[config.mk]
export PLATFORM = sky130hd
export DESIGN_NAME = aesc_iter_unit
export DESIGN_NICKNAME = d
export VERILOG_FILES = /design/src/aesc_pkg.sv /design/src/aesc_iter_unit.sv
export SDC_FILE = /design/constraint.sdc
export NUM_CORES = 1
export LEC_CHECK = 0
export ABC_AREA = 1
export ABC_CLOCK_PERIOD_IN_PS = 23600
export BUFFER_PORTS_ARGS = -buffer_cell sky130_fd_sc_hd__buf_2
export CAP_MARGIN = 15
export CORE_MARGIN = 2
export CORE_UTILIZATION = 60
export CTS_CLUSTER_SIZE = 25
export DETAILED_ROUTE_END_ITERATION = 10
export PLACE_DENSITY = 0.85
export SLEW_MARGIN = 20
export SYNTH_ARGS = -nofsm -noshare
export SYNTH_HDL_FRONTEND = slang
export SYNTH_SLANG_ARGS = --single-unit
[constraint.sdc]
create_clock -name clk -period 23.6 [get_ports clk]
set_clock_uncertainty 0.15 [all_clocks]
set_input_delay 2.36 -clock clk [delete_from_list [all_inputs] [get_ports clk]]
set_output_delay 2.36 -clock clk [all_outputs]
set_load 0.005 [all_outputs]
[src/aesc_pkg.sv]
// Shared constants and types for the agent Euler step block.
`default_nettype none
package aesc_pkg;
  localparam int FRAC_BITS = 16;
  localparam logic [63:0] ONE_Q = 64'd1 << FRAC_BITS;

  localparam int HEAD_W = 18;
  localparam logic signed [HEAD_W-1:0] HEAD_MAX = 18'sd131071;
  localparam logic signed [HEAD_W-1:0] HEAD_MIN = -18'sd131072;

  // register indexes on the config port
  localparam logic [1:0] REG_MASS  = 2'd0;
  localparam logic [1:0] REG_LIMIT = 2'd1;
  localparam logic [1:0] REG_EPS   = 2'd2;

  // shared iterative unit operations
  localparam logic OP_DIV  = 1'b0;
  localparam logic OP_SQRT = 1'b1;

  localparam int DIV_STEPS  = 64;
  localparam int SQRT_STEPS = 32;
  localparam int CNT_W = $clog2(DIV_STEPS);

  typedef struct packed {
    logic start;
    logic op;
  } iter_req_t;

  typedef struct packed {
    logic busy;
    logic done;
  } iter_rsp_t;
endpackage
`default_nettype wire

[src/aesc_iter_unit.sv]
// Shared bit-serial unit: restoring divide (1 bit/cycle) and integer square root.
`default_nettype none
module aesc_iter_unit (
  input  wire logic                clk,
  input  wire logic                rst,
  input  wire aesc_pkg::iter_req_t req,
  input  wire logic [63:0]         num,
  input  wire logic [31:0]         den,
  output aesc_pkg::iter_rsp_t      rsp,
  output logic [63:0]              res
);
  import aesc_pkg::*;

  logic [63:0]      n;
  logic [31:0]      d;
  logic [35:0]      rem;
  logic [63:0]      q;
  logic [CNT_W-1:0] cnt;
  logic             op;
  logic             busy;
  logic             done;

  logic [35:0] sh;
  logic [35:0] trial;
  logic        ge;
  logic [35:0] diff;

  always_comb begin
    if (op == OP_SQRT) begin
      sh    = {rem[33:0], n[63:62]};
      trial = {2'b00, q[31:0], 2'b01};
    end else begin
      sh    = {rem[34:0], n[63]};
      trial = {4'd0, d};
    end
    ge   = sh >= trial;
    diff = sh - trial;
  end

  always_ff @(posedge clk) begin
    if (rst) begin
      busy <= 1'b0;
      done <= 1'b0;
    end else begin
      done <= 1'b0;
      if (req.start) begin
        busy <= 1'b1;
        op   <= req.op;
        n    <= num;
        d    <= den;
        rem  <= '0;
        q    <= '0;
        cnt  <= (req.op == OP_SQRT) ? CNT_W'(SQRT_STEPS - 1) : CNT_W'(DIV_STEPS - 1);
      end else if (busy) begin
        rem <= ge ? diff : sh;
        q   <= {q[62:0], ge};
        n   <= (op == OP_SQRT) ? {n[61:0], 2'b00} : {n[62:0], 1'b0};
        cnt <= cnt - 1'b1;
        if (cnt == '0) begin
          busy <= 1'b0;
          done <= 1'b1;
        end
      end
    end
  end

  assign rsp.busy = busy;
  assign rsp.done = done;
  assign res      = q;
endmodule
`default_nettype wire

# Word-level counts from Yosys, hierarchy flattened
# Cells that the tools add are included.
# W data, S select, Z words.
[totals] input_bits=100 out_inout_bits=66 elab_cells=33 regBits=204
[op_classes] n_mux=15 n_reduce_logical=5 order_cmp=1 add_sub_neg=2 bitwise=2
[op_table] op="$mux W64" count=4
[op_table] op="$mux W35" count=2
[op_table] op="$ge A36 B34 Y1" count=1
[op_table] op="$mux W36" count=1
[op_table] op="$sub A35 B34 Y35" count=1
[op_table] op="$mux W34" count=1
[op_table] op="$mux W6" count=3
[op_table] op="$logic_not A6 Y1" count=1
[op_table] op="$sub A6 B1 Y6 const B" count=1
[op_table] op="$mux W1" count=4
[op_table] op="$reduce_and A2 Y1" count=2
[op_table] op="$reduce_or A3 Y1" count=1
[op_table] op="$not A1 Y1" count=2
[op_table] op="$reduce_bool A2 Y1" count=1

# Longest topological paths before layout
# Gate-level depths: netlist of run 1.
[depth] word_depth=4 depth_mapped=22 depth_no_buf=20

# Least setup slack after synthesis of run 1
# Ideal clock, no wire load.
[synth_timing] path_type="input -> register" start="in req[1] (netlist bit)" end="reg cnt[0] (enable)" path_stages=3 setup_time_ns=0.757 n_path_buf=1 required_ns=22.693 arrival_ns=10.655 path_slack_ns=12.037 cell_sequence="inv_2 clkbuf_1 a21oi_1"
[synth_via] elab_chain_cells=2
[synth_rtl] item="start, declared" line="aesc_iter_unit.sv:6" rtl="input wire aesc_pkg::iter_req_t req,"
[synth_rtl] item="$reduce_bool A2 Y1 (no line)"
[synth_rtl] item="$reduce_and A2 Y1 (no line)"
[synth_rtl] item="end signal, assigned" line="aesc_iter_unit.sv:53" rtl="cnt <= (req.op == OP_SQRT) ? CNT_W'(SQRT_STEPS - 1) : CNT_W'(DIV_STEPS - 1);"
[synth_rtl] item="end signal, assigned" line="aesc_iter_unit.sv:58" rtl="cnt <= cnt - 1'b1;"
[synth_rtl] item="end, declared" line="aesc_iter_unit.sv:18" rtl="logic [CNT_W-1:0] cnt;"
# Every way passes these cells.
# A chain may end at the register's enable or synchronous reset.

# Worst setup path in the final report of run 1
[layout_timing] start="in req[1] (netlist bit)" end="reg q[51] (netlist: res[51]) (enable)"
[layout_via] elab_chain_cells=2
[layout_rtl] item="$reduce_bool A2 Y1 (no line)"
[layout_rtl] item="$reduce_and A2 Y1 (no line)"
[layout_rtl] item="end signal, assigned" line="aesc_iter_unit.sv:56" rtl="q <= {q[62:0], ge};"
[layout_rtl] item="end, declared" line="aesc_iter_unit.sv:17" rtl="logic [63:0] q;"
# Every way passes these cells.

==> results of run 1 <==
[worst max-delay path, stage by stage]
cell and delay [ps]:
buf_4 500, inv_2 130, a21oi_4 810, buf_4 570, buf_4 780
[stage by stage]
step	hold slack, ps	cells	utilization, %	total power [mW]
final	403	2026	68.2	1.05
after global routing	432	2026	68.2	1.11
after CTS	407	2025	68.1	1.05
after detailed placement	387	1986	65.0	0.733
after global placement	379	1986	65.0	0.727
after floorplan	286	1604	-	0.661
[sequential cells by signal, indices dropped and copies added (netlist names)]
register	cells
n	64
res	64
rem	35
d	32
cnt	6
busy	1
done	1
op	1
[cells by family (layout without fill, tap and decap cells)]
kind of cell	after synthesis	after routing	share of synthesized area, %
AND/OR/NAND/NOR	787	787	26.7
buffers and inverters	315	461	10.1
AO/OA/AOI/OAI	243	243	9.77
flip-flops	204	204	48.5
adder cells (fa/ha/maj)	37	37	3.73
XOR/XNOR	17	17	1.18
multiplexers	1	1	0.0795
other	0	1	0
[layer usage]
layer	track usage, %	wire length, µm
met1	42.5	13900
met2	43.6	14600
met3	5.11	2820
met4	7.90	751
met5	0	0
[area by class of cell]
class	instances	area share [%]
sequential	204	43.0
multi-input combinational	1085	37.0
inverter	247	6.54
timing repair buffer	175	6.39
clock buffer	28	4.04
tap	275	2.42
clock inverter	11	0.547
antenna	1	0.0176
[cells in the mapped netlist]
| library cell | n |
|---|---|
| mux2i_1 | 1 |
| dfxtp_1 | 2 |
| nand3_1 | 55 |
| inv_2 | 4 |
| o21ai_0 | 70 |
| nand4_1 | 11 |
| nor2_1 | 212 |
| a21oi_1 | 167 |
| nor4_1 | 1 |
| nor2_2 | 5 |
| xor2_1 | 15 |
| a21o_1 | 1 |
| buf_2 | 13 |
| edfxtp_1 | 202 |
| ha_1 | 36 |
| nand3_2 | 21 |
| buf_6 | 7 |
| a21boi_0 | 1 |
| fa_1 | 1 |
| buf_4 | 4 |
| nand2_1 | 419 |
| and2_1 | 7 |
| a22oi_1 | 1 |
| clkbuf_1 | 40 |
| inv_1 | 243 |
| buf_1 | 4 |
| xnor2_1 | 2 |
| or2_2 | 35 |
| nor2_4 | 2 |
| nor3_2 | 1 |
| o21bai_1 | 2 |
| nand3b_1 | 6 |
| o21a_1 | 1 |
| nand2_2 | 3 |
| nor3_1 | 8 |
| or2_0 | 1 |
[worst max path at each step]
| stage | to | slack (ps) |
|---|---|---|
| final | res[51]$_SDFFCE_PP0P_ | 18290 |
| after floorplan | cnt[0]$_SDFFCE_PP1P_ | 12040 |
| after detailed placement | n[56]$_DFFE_PP_ | 17830 |
| after global routing | n[46]$_DFFE_PP_ | 18130 |
| after CTS | n[52]$_DFFE_PP_ | 18350 |
| after global placement | n[55]$_DFFE_PP_ | 17910 |
[report_power, final]
part | internal [mW] | leakage [nW] | switching, mW | total, mW
registers | 0.436 | 1.95 | 0.0127 | 0.448
clock network | 0.174 | 0.316 | 0.144 | 0.318
logic | 0.0957 | 4.43 | 0.189 | 0.284
total | 0.706 | 6.69 | 0.345 | 1.05
==> out/metrics.cfg, run 1 <==
[setup_path]
crit_arrival_ps = 5290
worstSetupStartpointType = primary input
r2r_setup_slack_ps = 18450
critPathMaxFanout = 68
r2r_cells = 16
startpoint = req[1]
crit_required_ps = 23590
end_kind = flip-flop
reg2reg_to = rem[19]$_SDFFCE_PP0P_
crit_type = in -> reg
r2r-start = op$_DFFE_PP_

[floorplanning]
initial_core_util_pct = 60.5
num_rows = 53
fp.dieH_um = 149
dieArea_um2 = 22200
core_um2 = 20800
io_pins = 166
die_w_um = 149

[power]
vdd_drop_max_mv = 0.0609
power_density_nw_per_um2 = 74.1
leakagePower_nw = 6.69

[sta]
layout_min_cycle_time_ps = 5310
tightest_slew_ps = 1040
hold_viol = 0
fmax_mhz = 188
fin_ws_ps = 18290
fin_crit_sh_pct = 22.5
setup_violations = 0
rsz0062_at_grt = no
drv_slew = 0
tns_ps = 0
slew_headroom_pct = 30.3

[place]
dp_worst_setup_slack_ps = 17830
hpwl_mm = 22.7
dpl_cell_area_um2 = 13500
gp_congestion = 0.986
io_buffers = 165

[clock_tree]
root_buffer = clkbuf_16
clk_latency_ps = 520
htree_levels = 1
clock-sinks = 204
cts_made_buffers = 22
ctsHoldBuffers = 0
cts.clk_slew.worst_paths_ps = 60
clockBufferDepth = 3
post_cts.repair.setup_buffers = 0
cts_tree = built
cts-resized-gates = 0

[synth]
synth_area_leaders = edfxtp_1 (48%), nand2_1 (12%), inv_1 (7.2%)
yosysWarnings = 0
synth_area_um2 = 12600
syn_nets = 1741
synth-seq-area-share_pct = 48.5
yosysTopAreaCellShare_pct = 48.1
synth-seq-cells = 204
syn_avg_cell_area_um2 = 7.85
synth_cells = 1604
synth_top_area_cell = edfxtp_1
netlist-cell-type-count = 36

[global_routing]
grtUsageTotal_pct = 28.6
grt_pass1_wl_mm = 50.5
grt_pass1_vias = 9981
antenna_found_initial = 1
grt_max_degree = 103
grt_overflow = 0

[route]
drtAntennaViolNets = 0
drt_iter0_drc = 1072
drt_pass1_iterations = 5
wire_per_inst_um = 15.8
via_per_inst = 5.41
drc = 0
totalWireLength_mm = 32.0
routed-via-count = 11000

[hold_path]
min_to = res[57]$_SDFFCE_PP0P_
hold_depth = 2
hp-start = res[56]$_SDFFCE_PP0P_
min_path_type = reg -> reg

[layout]
num-fill-cells = 1728
fin_nets = 1872
layout_common_cells = nand2_1 (419), inv_1 (243), nor2_1 (210), edfxtp_1 (202), a21oi_1 (166)
drive_gt1_share_pct = 15.8
final_cell_area_um2 = 14200
syn2layout_area_growth_pct = 12.6
multiInputGateArea_um2 = 5250
seqCellArea_um2 = 6110
layout_commonest_cell = nand2_1

[outcome]
outcome = finished, final reports clean

[job]
drv_cap = 0

No activity file was read; power rests on OpenSTA's default activity.
==> inputs of run 2 (changes only) <==
- ABC_CLOCK_PERIOD_IN_PS: 23600 -> 5400
- CORE_UTILIZATION: 60 -> 59
- PLACE_DENSITY: 0.85 -> 0.84
- clock period: 23.6 -> 5.4 ns (I/O delays scaled with it)
==> out/metrics.cfg, run 2 (same netlist as run 1, synthesis figures left out) <==
[global_routing]
grt_pass1_wl_mm = 51.4  ; +1.8%
antenna_found_initial = 2  ; +1
grt_pass1_vias = 9940  ; -0.41%
grt_overflow = 0  ; unchanged
grt_max_degree = 162  ; +57%
grtUsageTotal_pct = 28.8  ; +0.15 points

[sta]
setup_violations = 0  ; unchanged
hold_viol = 0  ; unchanged
rsz0062_at_grt = no
layout_min_cycle_time_ps = 4450
fin_ws_ps = 948  ; -17350 ps
fin_crit_sh_pct = 82.4
fmax_mhz = 225
slew_headroom_pct = 31.3  ; +1.0 points
tightest_slew_ps = 1030  ; -15.0 ps
drv_slew = 0  ; unchanged
tns_ps = 0  ; unchanged

[clock_tree]
cts_made_buffers = 23  ; +4.5%
post_cts.repair.setup_buffers = 0  ; unchanged
root_buffer = clkbuf_16
cts-resized-gates = 0  ; unchanged
cts_tree = built
clock-sinks = 204  ; unchanged
clk_latency_ps = 520  ; about the same
htree_levels = 1  ; unchanged
ctsHoldBuffers = 0  ; unchanged
cts.clk_slew.worst_paths_ps = 60  ; about the same
clockBufferDepth = 3  ; unchanged

[floorplanning]
fp.dieH_um = 150  ; +0.82%
die_w_um = 150  ; +0.82%
io_pins = 166  ; unchanged
num_rows = 53  ; unchanged
dieArea_um2 = 22500  ; +1.6%
initial_core_util_pct = 59.9  ; -0.57 points
core_um2 = 21000  ; +0.96%

[route]
drt_iter0_drc = 1064  ; -0.75%
wire_per_inst_um = 16.2  ; +2.6%
via_per_inst = 5.45  ; +0.88%
totalWireLength_mm = 32.9  ; +2.7%
routed-via-count = 11100  ; +0.98%
drc = 0  ; unchanged
drt_pass1_iterations = 5  ; unchanged
drtAntennaViolNets = 0  ; unchanged

[place]
hpwl_mm = 23.0  ; +1.2%
gp_congestion = 0.982  ; -0.36%
dp_worst_setup_slack_ps = 1050  ; -16780 ps
io_buffers = 165  ; unchanged
placed_cells = 1986  ; unchanged

[setup_path]
crit_arrival_ps = 4570  ; -720 ps
crit_required_ps = 5520  ; -18070 ps
r2r-start = op$_DFFE_PP_
r2r_cells = 14  ; -2
endpoint = rem[12]$_SDFFCE_PP0P_
end_kind = flip-flop
startpoint = op$_DFFE_PP_
crit_type = reg -> reg
reg2reg_to = rem[12]$_SDFFCE_PP0P_
worstSetupStartpointType = flip-flop
critPathMaxFanout = 53  ; -22%
r2r_setup_slack_ps = 950  ; -17500 ps

[layout]
num-fill-cells = 1711  ; -0.98%
fin_nets = 1873  ; +0.053%
layout_common_cells = nand2_1 (419), inv_1 (243), nor2_1 (210), edfxtp_1 (202), a21oi_1 (166)
layout_commonest_cell = nand2_1
n_antenna_cell = 0  ; -1
syn2layout_area_growth_pct = 13.4
instances_no_fill = 2028  ; +0.099%
drive_gt1_share_pct = 16.2  ; +0.37 points

[power]
power_density_nw_per_um2 = 333  ; +350%
vdd_drop_max_mv = 0.247  ; +310%
leakagePower_nw = 6.74  ; +0.68%

[job]
drv_cap = 0  ; unchanged

[hold_path]
min_path_type = in -> reg

[outcome]
outcome = finished, final reports clean

run 2: cell types whose count changed in the layout (fill, tap and decap cells not counted), sizes merged:
cell,before,now
clkbuf,28,27
bufinv,0,2
diode,1,0
clkinvlp,0,2
run 2: worst min path at each step:
stage	to	start	slack, ps	cells after the start
finish	d[15]$_DFFE_PP_	den[15]	50	1
floorplan	done$_SDFF_PP0_	busy$_SDFF_PP0_	340	2
global placement	done$_SDFF_PP0_	busy$_SDFF_PP0_	380	2
detailed placement	done$_SDFF_PP0_	busy$_SDFF_PP0_	380	2
global route	d[2]$_DFFE_PP_	den[2]	30	1
CTS	d[2]$_DFFE_PP_	den[2]	30	1
run 2: layout make-up:
| class | instances | area, µm² | area share (%) |
|---|---|---|---|
| Tap cell | 275 | 344 | 2.41 |
| Clock buffer | 27 | 591 | 4.13 |
| Clock inverter | 15 | 138 | 0.963 |
| Sequential cell | 204 | 6110 | 42.7 |
| Inverter | 247 | 927 | 6.49 |
| Timing Repair Buffer | 175 | 928 | 6.50 |
| Multi-Input combinational cell | 1085 | 5250 | 36.8 |
run 2: per-stage QoR:
step           hold slack (ps)  area [µm²]  utilization (%)  power, mW
2_1_floorplan              344       12600                -       2.87
3_3_place_gp               376       13600             64.5       3.19
3_5_place_dp               383       13600             64.5       3.22
4_1_cts                   30.6       14300             68.0       4.75
5_1_grt                   32.3       14300             68.0       4.99
6_report                  45.0       14300             68.0       4.75
run 2: report_power, final:
| group | internal (mW) | switching (mW) |
|---|---|---|
| Sequential | 1.90 | 0.0578 |
| Combinational | 0.420 | 0.833 |
| Clock | 0.884 | 0.654 |
run 2: routing by layer:
layer  vias to the layer above  wire length, µm  GRT usage, %
met5                         -                7             0
met4                         2              848          7.69
met3                        70             2850          4.52
met2                       508            15100          45.1
met1                      5072            14000          42.0
li1                       5408                -             -
run 2: critical path, cell delays in order, from the launching register on:
cell and delay [ps]:
edfxtp_1 450, inv_2 680, or2_2 240, o21ai_0 120, inv_1 160, fa_1 410, nand2_1 100, nand3_1 100
and2_1 240, nand2_1 110, nand3_2 100, nand3_2 580, buf_4 480, a21oi_1 190, nor2_1 70
==> inputs of run 3 (changes only) <==
- ABC_AREA: 1 -> 0
- ABC_CLOCK_PERIOD_IN_PS: 5400 -> 4100
- CORE_UTILIZATION: 59 -> 58
- clock period: 5.4 -> 4.1 ns (I/O delays scaled with it)
==> out/metrics.cfg, run 3 <==
[synth]
ys_async_sr_fraction_pct = 0  ; unchanged
synth_cells = 957  ; -40%
synth_area_um2 = 11200  ; -11%
yosysWarnings = 0  ; unchanged
synth_edf_count = 202  ; unchanged
synth_top_area_cell = edfxtp_1
yosysMostFrequentCell = edfxtp_1
synth-seq-area-share_pct = 54.3  ; +5.9 points
yosysTopAreaCellShare_pct = 54.0  ; +5.8 points
synth_area_leaders = edfxtp_1 (54%), mux2i_1 (10%), ha_1 (4.0%)
yosys-top-cells-count = edfxtp_1 (202), mux2i_1 (114), nand2_1 (90)
syn_nets = 1094  ; -37%
netlist-cell-type-count = 65  ; +81%
synth-seq-cells = 204  ; unchanged
ys.flop_type = edfxtp_1
syn_avg_cell_area_um2 = 11.7  ; +50%

[power]
leakagePower_nw = 5.55  ; -18%
power_density_nw_per_um2 = 456  ; +37%
vdd_drop_max_mv = 0.340  ; +38%

[global_routing]
grt_pass1_wl_mm = 37.9  ; -26%
grtUsageTotal_pct = 22.9  ; -5.9 points
grt_max_degree = 132  ; -19%
antenna_found_initial = 1  ; -1
grt_overflow = 0  ; unchanged
grt_pass1_vias = 7704  ; -22%

[sta]
hold_viol = 0  ; unchanged
setup_violations = 0  ; unchanged
layout_min_cycle_time_ps = 3880  ; -570 ps
drv_slew = 0  ; unchanged
slew_headroom_pct = 30.5  ; -0.85 points
tns_ps = 0  ; unchanged
rsz0062_at_grt = no
fmax_mhz = 258  ; +15%
fin_crit_sh_pct = 94.7  ; +12 points
tightest_slew_ps = 1040  ; +15.2 ps
whs_ps = 21.5  ; -23.5 ps

[setup_path]
crit_type = reg -> reg
crit_arrival_ps = 3940  ; -630 ps
critPathMaxFanout = 24  ; -55%
cp_common_cell = buf_4
slowest_stage = fa_1
worstSetupStartpointType = flip-flop
crit_required_ps = 4160  ; -1360 ps
end_kind = flip-flop
cp_slowest_stage_delay_ps = 490  ; -190 ps
path_cells = buf_4 -> buf_4 -> nand2b_1 -> fa_1 -> a21oi_4 -> o2111ai_2 -> a31oi_2 -> o21ai_2 -> a221o_2 -> o211ai_2 -> a41oi_4 -> buf_12 -> mux2i_1 -> nor2_1

[layout]
multiInputGateArea_um2 = 4870  ; -7.3%
num-fill-cells = 1290  ; -25%
instances_no_fill = 1424  ; -30%
layout_commonest_cell = edfxtp_1
syn2layout_area_growth_pct = 19.7
fin_nets = 1286  ; -31%
drive_gt1_share_pct = 23.6  ; +7.4 points
seqCellArea_um2 = 6110  ; unchanged
layout_common_cells = edfxtp_1 (202), buf_2 (164), mux2i_1 (114), nand2_1 (90), o21ai_0 (80)

[place]
placed_cells = 1344  ; -32%
io_buffers = 165  ; unchanged
hpwl_mm = 15.5  ; -32%
gp_congestion = 0.915  ; -6.8%

[floorplanning]
num_rows = 50  ; -5.7%
io_pins = 166  ; unchanged
initial_core_util_pct = 59.7  ; -0.25 points
core_um2 = 18800  ; -10%
dieArea_um2 = 20500  ; -9.0%
fp.dieH_um = 143  ; -4.6%
die_w_um = 143  ; -4.6%

[route]
drt_iter0_drc = 540  ; -49%
drc = 0  ; unchanged
drt_pass1_iterations = 4  ; -1
routed-via-count = 7964  ; -28%
totalWireLength_mm = 24.5  ; -25%
via_per_inst = 5.59  ; +2.5%
wire_per_inst_um = 17.2  ; +6.1%
drtAntennaViolNets = 0  ; unchanged

[hold_path]
min_path_type = in -> reg

[outcome]
outcome = finished, final reports clean

[clock_tree]
clockBufferDepth = 3  ; unchanged
cts_tree = built
cts_made_buffers = 23  ; unchanged
cts.clk_slew.worst_paths_ps = 60  ; about the same
htree_levels = 1  ; unchanged
clk_latency_ps = 520  ; about the same
clock-sinks = 204  ; unchanged
root_buffer = clkbuf_16

[job]
drv_cap = 0  ; unchanged

-- run 3: what timing repair did --
action                                  in CTS  in global routing
endpoints found under the setup margin       0                 32
resized for setup                            0                  6
hold buffers                                33                  0
endpoints found under the hold margin       33                  0
setup buffers                                0                  4
-- run 3: cell families (layout without fill, tap and decap cells) --
logic type	count (synthesis)	count (layout)	share of synthesized area (%)
other	0	1	0
muxes	148	148	13.6
and+or+nand+nor	279	279	12.0
DFF	204	204	54.3
AOI/OAI and AO/OA	189	189	10.8
adders and majority gates	37	37	4.19
buffers and inverters	69	275	2.66
xor gates and xnor gates	31	31	2.42
-- run 3: power by group --
group | total, mW | internal [mW] | switching [mW]
Sequential | 2.62 | 2.53 | 0.0860
Combinational | 1.67 | 0.750 | 0.923
Clock | 1.85 | 1.03 | 0.814
Total | 6.14 | 4.31 | 1.82
-- run 3: layer usage --
metal,track usage (%),routed length (µm)
met4,6.31,512
met2,37.1,11900
met5,0,0
met1,32.2,10800
met3,3.72,1300
-- run 3: stage by stage --
step                power, mW  utilization, %  worst slack (ps)  cell area, µm²
floorplan                3.86               -              15.2           11300
global placement         4.20            65.5               253           12300
detailed placement       4.24            65.5               102           12300
CTS                      6.11            70.8              46.0           13300
global route             6.44            71.4              57.3           13500
finish                   6.14            71.4               218           13500
-- run 3: critical path, delay by kind of cell, from the launching register on --
kind	cells	cell delay [ps]
buf+inv	3	570
fa+ha+maj	1	490
compound gates	7	1520
flops	1	380
simple gates	2	270
mux	1	170
-- run 3: cell type report --
cell class	instances	area share, %
Clock buffer	30	4.47
Tap cell	260	2.42
Inverter	14	0.391
Timing Repair Buffer	222	10.7
Clock inverter	9	0.400
Multi-Input combinational cell	684	36.2
Antenna cell	1	0.0186
Sequential cell	204	45.4
-- run 3: final timing paths --
| path | endpoint | slack (ps) | start | cells past startpoint |
|---|---|---|---|---|
| setup / recovery | rem[16]$_SDFFCE_PP0P_ | 220 | op$_DFFE_PP_ | 14 |
| hold / removal | n[16]$_DFFE_PP_ | 20 | num[16] | 3 |
| setup reg to reg | rem[16]$_SDFFCE_PP0P_ | 220 | op$_DFFE_PP_ | 14 |
| hold reg to reg | done$_SDFF_PP0_ | 390 | busy$_SDFF_PP0_ | 1 |
